<file path="src/sv/p2sb_pkg.sv">
package p2sb_pkg;

	localparam int unsigned NUM_BINS_DEF      = 2048;
	localparam int unsigned CORDIC_STAGES_DEF = 16;
	localparam int unsigned SQRT_ITERS        = 16;

	typedef struct packed {
		logic               req_type;
		logic signed [15:0] x_mm;
		logic signed [15:0] y_mm;
		logic signed [15:0] z_mm;
		logic [10:0]        bin_index;
	} item_t;

	typedef struct packed {
		logic [15:0] range_mm;
		logic        no_return;
		logic        point_binned;
	} result_t;

	typedef struct packed {
		logic signed [15:0] min_height_mm;
		logic signed [15:0] max_height_mm;
		logic [15:0]        range_min_mm;
		logic [15:0]        range_max_mm;
		logic signed [15:0] angle_lo;
		logic signed [15:0] angle_hi;
		logic [15:0]        bin_scale;
		logic [11:0]        bin_count;
	} cfg_t;

	typedef enum logic [2:0] {
		REG_MIN_HEIGHT = 3'd0,
		REG_MAX_HEIGHT = 3'd1,
		REG_RANGE_MIN  = 3'd2,
		REG_RANGE_MAX  = 3'd3,
		REG_ANGLE_LO   = 3'd4,
		REG_ANGLE_HI   = 3'd5,
		REG_BIN_SCALE  = 3'd6,
		REG_BIN_COUNT  = 3'd7
	} cfg_reg_t;

	// Item class decided at the front
	typedef enum logic [1:0] {
		CLS_ADD   = 2'd0,
		CLS_READ  = 2'd1,
		CLS_NORET = 2'd2,
		CLS_DROP  = 2'd3
	} cls_t;

	typedef struct packed {
		cls_t               cls;
		logic signed [15:0] x_mm;
		logic signed [15:0] y_mm;
		logic [10:0]        bin_index;
	} q_entry_t;

	typedef struct packed {
		logic clearing;
	} back_stat_t;

	// atan(2^-i) in binary angle units, 2^32 = one full turn
	function automatic logic [31:0] atan_lut(input logic [4:0] i);
		logic [31:0] v;
		unique case (i)
			5'd0:    v = 32'h20000000;
			5'd1:    v = 32'h12E4051E;
			5'd2:    v = 32'h09FB385B;
			5'd3:    v = 32'h051111D4;
			5'd4:    v = 32'h028B0D43;
			5'd5:    v = 32'h0145D7E1;
			5'd6:    v = 32'h00A2F61E;
			5'd7:    v = 32'h00517C55;
			5'd8:    v = 32'h0028BE53;
			5'd9:    v = 32'h00145F2F;
			5'd10:   v = 32'h000A2F98;
			5'd11:   v = 32'h000517CC;
			5'd12:   v = 32'h00028BE6;
			5'd13:   v = 32'h000145F3;
			5'd14:   v = 32'h0000A2FA;
			5'd15:   v = 32'h0000517D;
			5'd16:   v = 32'h000028BE;
			5'd17:   v = 32'h0000145F;
			5'd18:   v = 32'h00000A30;
			5'd19:   v = 32'h00000518;
			5'd20:   v = 32'h0000028C;
			5'd21:   v = 32'h00000146;
			5'd22:   v = 32'h000000A3;
			5'd23:   v = 32'h00000051;
			default: v = 32'h00000000;
		endcase
		return v;
	endfunction

endpackage

</file>
<file path="src/sv/p2sb_front.sv">
module p2sb_front #(
	parameter int unsigned NUM_BINS = p2sb_pkg::NUM_BINS_DEF
) (
	input  logic                 clk,
	input  logic                 arst_n,
	input  p2sb_pkg::cfg_t       cfg,
	input  logic                 start,
	input  p2sb_pkg::item_t      item,
	input  p2sb_pkg::back_stat_t stat,
	input  logic                 pop,
	output logic                 busy,
	output logic                 head_valid,
	output p2sb_pkg::q_entry_t   head
);
	import p2sb_pkg::*;

	q_entry_t   q_mem [2];
	logic       wr_ptr_q;
	logic       rd_ptr_q;
	logic [1:0] cnt_q;
	logic       push;
	q_entry_t   entry;

	assign busy       = (cnt_q == 2'd2) || stat.clearing;
	assign push       = start && !busy;
	assign head_valid = (cnt_q != 2'd0);
	assign head       = q_mem[rd_ptr_q];

	always_comb begin
		entry.x_mm      = item.x_mm;
		entry.y_mm      = item.y_mm;
		entry.bin_index = item.bin_index;
		if (item.req_type) begin
			entry.cls = (32'(item.bin_index) >= NUM_BINS) ? CLS_NORET : CLS_READ;
		end else if (($signed(item.z_mm) < $signed(cfg.min_height_mm)) ||
		             ($signed(item.z_mm) > $signed(cfg.max_height_mm))) begin
			entry.cls = CLS_DROP;
		end else begin
			entry.cls = CLS_ADD;
		end
	end

	always_ff @(posedge clk) begin
		if (push) begin
			q_mem[wr_ptr_q] <= entry;
		end
	end

	always_ff @(posedge clk or negedge arst_n) begin
		if (!arst_n) begin
			wr_ptr_q <= 1'b0;
			rd_ptr_q <= 1'b0;
			cnt_q    <= 2'd0;
		end else begin
			if (push) begin
				wr_ptr_q <= !wr_ptr_q;
			end
			if (pop) begin
				rd_ptr_q <= !rd_ptr_q;
			end
			if (push && !pop) begin
				cnt_q <= cnt_q + 2'd1;
			end else if (pop && !push) begin
				cnt_q <= cnt_q - 2'd1;
			end
		end
	end

endmodule

</file>
<file path="config.mk">
export PLATFORM = sky130hd
export DESIGN_NAME = p2sb_front
export DESIGN_NICKNAME = d
export VERILOG_FILES = /design/src/sv/p2sb_pkg.sv /design/src/sv/p2sb_front.sv
export SDC_FILE = /design/constraint.sdc
export NUM_CORES = 1
export LEC_CHECK = 0
export CAP_MARGIN = 10
export CORE_MARGIN = 5
export CORE_UTILIZATION = 45
export DETAILED_ROUTE_END_ITERATION = 10
export DONT_BUFFER_PORTS = 1
export REMOVE_ABC_BUFFERS = 1
export SLEW_MARGIN = 20
export SYNTH_ARGS = -nofsm -noshare
export SYNTH_HDL_FRONTEND = slang
export SYNTH_SLANG_ARGS = --single-unit
export TNS_END_PERCENT = 1
</file>
<file path="constraint.sdc">
create_clock -name clk -period 6.1 [get_ports clk]
set_input_delay 0 -clock clk [delete_from_list [all_inputs] [get_ports clk]]
set_output_delay 0 -clock clk [all_outputs]
set_load 0.03 [all_outputs]
</file>
Word level (Yosys, flattened, before mapping)
Memory sizes are Yosys's and may differ from the RTL's.
Cells that the tools add are included.

operators by class
  multiplexer cells = 6
  equality and inequality tests = 1
  magnitude comparators = 2
  reductions and logical operators = 12
  $add $sub $neg = 2

operator list
  kind                                                                number
  16-bit > comparator                                                 1
  16-bit less-than comparator                                         1
  2-bit 2-to-1 mux                                                    4
  1-bit logical NOT                                                   5
  2-bit nonzero test                                                  2
  1-bit logical AND                                                   3
  2-bit by 1-bit adder with 2-bit output, second input constant       1
  2-bit == test, second input constant                                1
  1-bit logical OR                                                    2
  1-bit 2-to-1 mux                                                    2
  2-bit by 1-bit subtractor with 2-bit output, second input constant  1

word-level totals
  output and inout port bits = 47
  bits in writable memories = 90
  register bits after elaboration = 4
  logic and storage cells = 27
  memories kept = 1

memories
  memory  words  width  read ports  clocked after Yosys merged registers in  write ports  RTL line          RTL
  q_mem   2      45     1           0                                        1            p2sb_front.sv:17  q_entry_t q_mem [2];

Logic depth before layout (Yosys ltp)
  depth in word-level cells = 8
  mapped depth = 8
  mapped depth without buffers = 8

Worst setup path before layout
No wires, ideal clock.

  path type = reg2reg
  start point = register cnt_q[0]
  end point = memory q_mem[0][0] (netlist bit) (enable)
  setup slack = 3.031 ns
  data required time = 5.652 ns
  stages on the path, launching flop included = 5
  arrival time = 2.621 ns
  cells stage by stage = dfrtp_1 > inv_1 > a21oi_1 > nand2_1 > nor2_1

between the ends
  longest elaborated chain between the ends = 6

ends and longest elaborated chain
  what                                    RTL line          RTL
  start, declared                         p2sb_front.sv:20  logic [1:0] cnt_q;
  start signal, assigned                  p2sb_front.sv:62  cnt_q <= cnt_q + 2'd1;
  start signal, assigned                  p2sb_front.sv:64  cnt_q <= cnt_q - 2'd1;
  2-bit == test                           p2sb_front.sv:24  assign busy = (cnt_q == 2'd2) || stat.clearing;
  1-bit logical OR                        p2sb_front.sv:24
  1-bit logical NOT                       p2sb_front.sv:25  assign push = start && !busy;
  1-bit logical AND                       p2sb_front.sv:25
  1-bit 2-to-1 mux                        p2sb_front.sv:44  if (push) begin
  1-bit 2-to-1 mux (not written as such)  p2sb_front.sv:45  q_mem[wr_ptr_q] <= entry;
  end, declared                           p2sb_front.sv:17

No other way between the ends.

Worst setup path after layout
  start point = register cnt_q[0]
  end point = memory q_mem[0][16] (netlist bit) (enable)

Same word-level chain as after synthesis.

==> results.sh <==
export IMPL_outcome="finished, final reports clean"
export IMPL_worst_skew_pair_late_latency_ps=350
export IMPL_drc=0
export IMPL_crit_path_max_incr_delay_ps=520
export IMPL_yosysSeqAreaShare_pct=65.4
export IMPL_seq_power_share_pct=45.9
export IMPL_tns_ps=0
export IMPL_synth_most_common_cell="edfxtp_1"
export IMPL_layout_worst_path_cycle_share_pct=33.0
export IMPL_path_clk_slew_ps=110
export IMPL_grt_use_total_pct=14.1
export IMPL_dr_pass1_iters=4
export IMPL_rows=35
export IMPL_cts_root_buf="clkbuf_8"
export IMPL_via_per_inst=5.05
export IMPL_syn_cell_area_um2=4290
export IMPL_ctsResizeCount=0
export IMPL_grt_max_degree=47
export IMPL_ys_top_cells_by_count="90 x edfxtp_1, 45 x mux2_2, 37 x inv_1, 32 x ha_1, 9 x a21oi_1"
export IMPL_antenna_found_initial=0
export IMPL_ios=236
export IMPL_start_util_pct=46.2
export IMPL_fin_skew_ps=8.87
export IMPL_critPathBufInv=2
export IMPL_gp_congestion=0.778
export IMPL_core_area_um2=9280
export IMPL_grt_pass1_wl_mm=12.4
export IMPL_ys_types=35
export IMPL_critPathLaunchType="flip-flop"
export IMPL_numPortBuffers=0
export IMPL_required_ps=6090
export IMPL_postSynthAreaPerCell_um2=15.6
export IMPL_die_height_um=108
export IMPL_rsz0062_at_grt="false"
export IMPL_leakage_uw=0.00196
export IMPL_synth_enable_flop_cells=90
export IMPL_cts_htree_levels=3
export IMPL_min_path_type="primary input to flip-flop"
export IMPL_antennaDiodeCount=0
export IMPL_drtIter0Drc=64
export IMPL_fin_crit_ps=2010
export IMPL_clock_sinks=94
export IMPL_cts_buffers=9
export IMPL_drive_gt1_share_pct=21.8
export IMPL_ir_drop_mv=0.154
export IMPL_clock_fmax_ghz=0.497
export IMPL_crit_fanout=38
export IMPL_vias=2342
export IMPL_p_int_uw=1250
export IMPL_powerDensity_nw_per_um2=375
export IMPL_finalHoldViolations=0
export IMPL_drtAntennaViolNets=0
export IMPL_end_kind="flip-flop"
export IMPL_grt_pass1_vias=2470
export IMPL_yosysWarnings=0
export IMPL_layout_nets=551
export IMPL_dp_hpwl_mm=5.70
export IMPL_yosysTopAreaCell="edfxtp_1"
export IMPL_yosys_register_bits=94
export IMPL_worst_ep_arrival_time_ps=2000
export IMPL_swShare_pct=35.8
export IMPL_p_switching_uw=695
export IMPL_crit_family="buffers and inverters"
export IMPL_wire_per_inst_um=17.8
export IMPL_drv_slew=0
export IMPL_crit_chain="inv_1 > a21oi_1 > nand2_1 > nor2_4 > buf_4"
export IMPL_dieArea_um2=11600
export IMPL_ys_top_cells_by_area="edfxtp_1 63%, mux2_2 12%, ha_1 9.3%, inv_1 3.2%, dfrtp_1 2.3%"
export IMPL_clkPwrFrac_pct=24.5
export IMPL_overflow=0
export IMPL_async_reset_ff_share_pct=4.26
export IMPL_setup_viol=0
export IMPL_syn_inst=274
export IMPL_cts_path_max_buffers=2
export IMPL_slew_headroom_pct=29.0
export IMPL_syn_to_final_growth_pct=20.7
export IMPL_pwr_share_comb_pct=29.7
export IMPL_cts_setup_buffers=0
export IMPL_worstSetupPathType="flip-flop to flip-flop"
export IMPL_cpMaxStageDelayCell="buf_4"
export IMPL_power_uw=1940
export IMPL_tightestPinTransition_ps=1060
export IMPL_route_final_wire_length_mm=8.26
export IMPL_cts_tree="built"
export IMPL_synth_top_cell_area_share_pct=63.0
export IMPL_ys_flop_type="edfxtp_1"
export IMPL_max_cap_viol_count=0
export IMPL_die_x_um=108
worst reg2reg max path: cells and delay by family, from the launching register on:
| kind | cells | cell delay, ps |
|---|---|---|
| and+or+nand+nor | 2 | 420 |
| AOI/OAI and AO/OA | 1 | 220 |
| buffers and inverters | 2 | 570 |
| DFF | 1 | 420 |
registers in the layout, indices dropped and copies added (netlist names):
| name | cells |
|---|---|
| cnt_q | 2 |
| q_mem | 90 |
| rd_ptr_q | 1 |
| wr_ptr_q | 1 |
cell usage in the layout (no fill, tap or decap), types with 3 or more instances in the layout:
cell type,n
a21o_1,3
a21oi_1,9
clkbuf_8,9
dfrtp_1,3
dlygate4sd3_1,49
edfxtp_1,90
ha_1,32
inv_1,37
mux2_2,45
nand2_1,8
nor2_1,3
nor3_1,3
o21ai_0,4
xor2_1,3
through the flow:
| stage | area (um^2) | worst slack, ps | util (%) | hold slack (ps) | instances |
|---|---|---|---|---|---|
| 6_report | 5170 | 4090 | 55.7 | 99.5 | 464 |
| 5_1_grt | 5170 | 3830 | 55.7 | 124 | 464 |
| 4_1_cts | 5170 | 3990 | 55.7 | 69.8 | 464 |
| 3_5_place_dp | 4440 | 4010 | 47.8 | -295 | 399 |
| 3_3_place_gp | 4440 | 4040 | 47.8 | -295 | 399 |
| 2_1_floorplan | 4260 | 3030 | - | -296 | 269 |
path summary, 6_finish.rpt:
path                            slack [ps]  cells past startpoint  startpoint      endpoint
max in group asynchronous             5440                      2      arst_n      rd_ptr_q
worst max-delay path                  4090                      5    cnt_q[0]  q_mem[0][16]
worst min-delay path                   100                      3        stat  q_mem[0][30]
min in group asynchronous              450                      2      arst_n      cnt_q[0]
worst max register to register        4090                      5    cnt_q[0]  q_mem[0][16]
worst min register to register         500                      1    cnt_q[1]      cnt_q[1]
kinds of logic (layout without fill, tap and decap cells):
kind of cell             after synthesis  after routing  share of synthesized area (%)
buffers and inverters                 42            103                           3.82
adder cells (fa/ha/maj)               32             32                           9.34
multiplexers                          45             45                           11.8
flip-flops                            94             94                           65.4
AND/OR/NAND/NOR                       29             29                           4.12
AO/OA/AOI/OAI                         27             27                           4.50
XOR/XNOR                               5              5                           1.02
layout make-up:
class	instances	area [um^2]
fillers	773	4110
flip-flops and latches	94	2800
multi-input cells	138	1330
repair buffers	50	498
well taps	129	161
inverters	37	139
clock buffers	9	124
clock inverters	7	115
power by group through the flow:
stage / sequential [uW] / combinational [uW] / clock, uW
2_1_floorplan: 882 / 489 / 0
3_3_place_gp: 908 / 550 / 0
3_5_place_dp: 911 / 550 / 0
4_1_cts: 896 / 586 / 491
5_1_grt: 906 / 612 / 522
6_report: 891 / 577 / 475
layer usage:
layer | vias to the layer above | share of wire, % | track usage [%]
li1 | 1126 | - | -
met1 | 1104 | 43 | 17.4
met2 | 105 | 47 | 22.5
met3 | 7 | 9.2 | 5.88
met4 | 0 | 1.0 | 4.60
met5 | - | 0 | 0
what timing repair did:
item	in CTS	in global routing
endpoints found under the setup margin	0	0
endpoints found under the hold margin	97	0
hold buffers	49	0
Note: power is estimated with default switching activity, not from simulation.
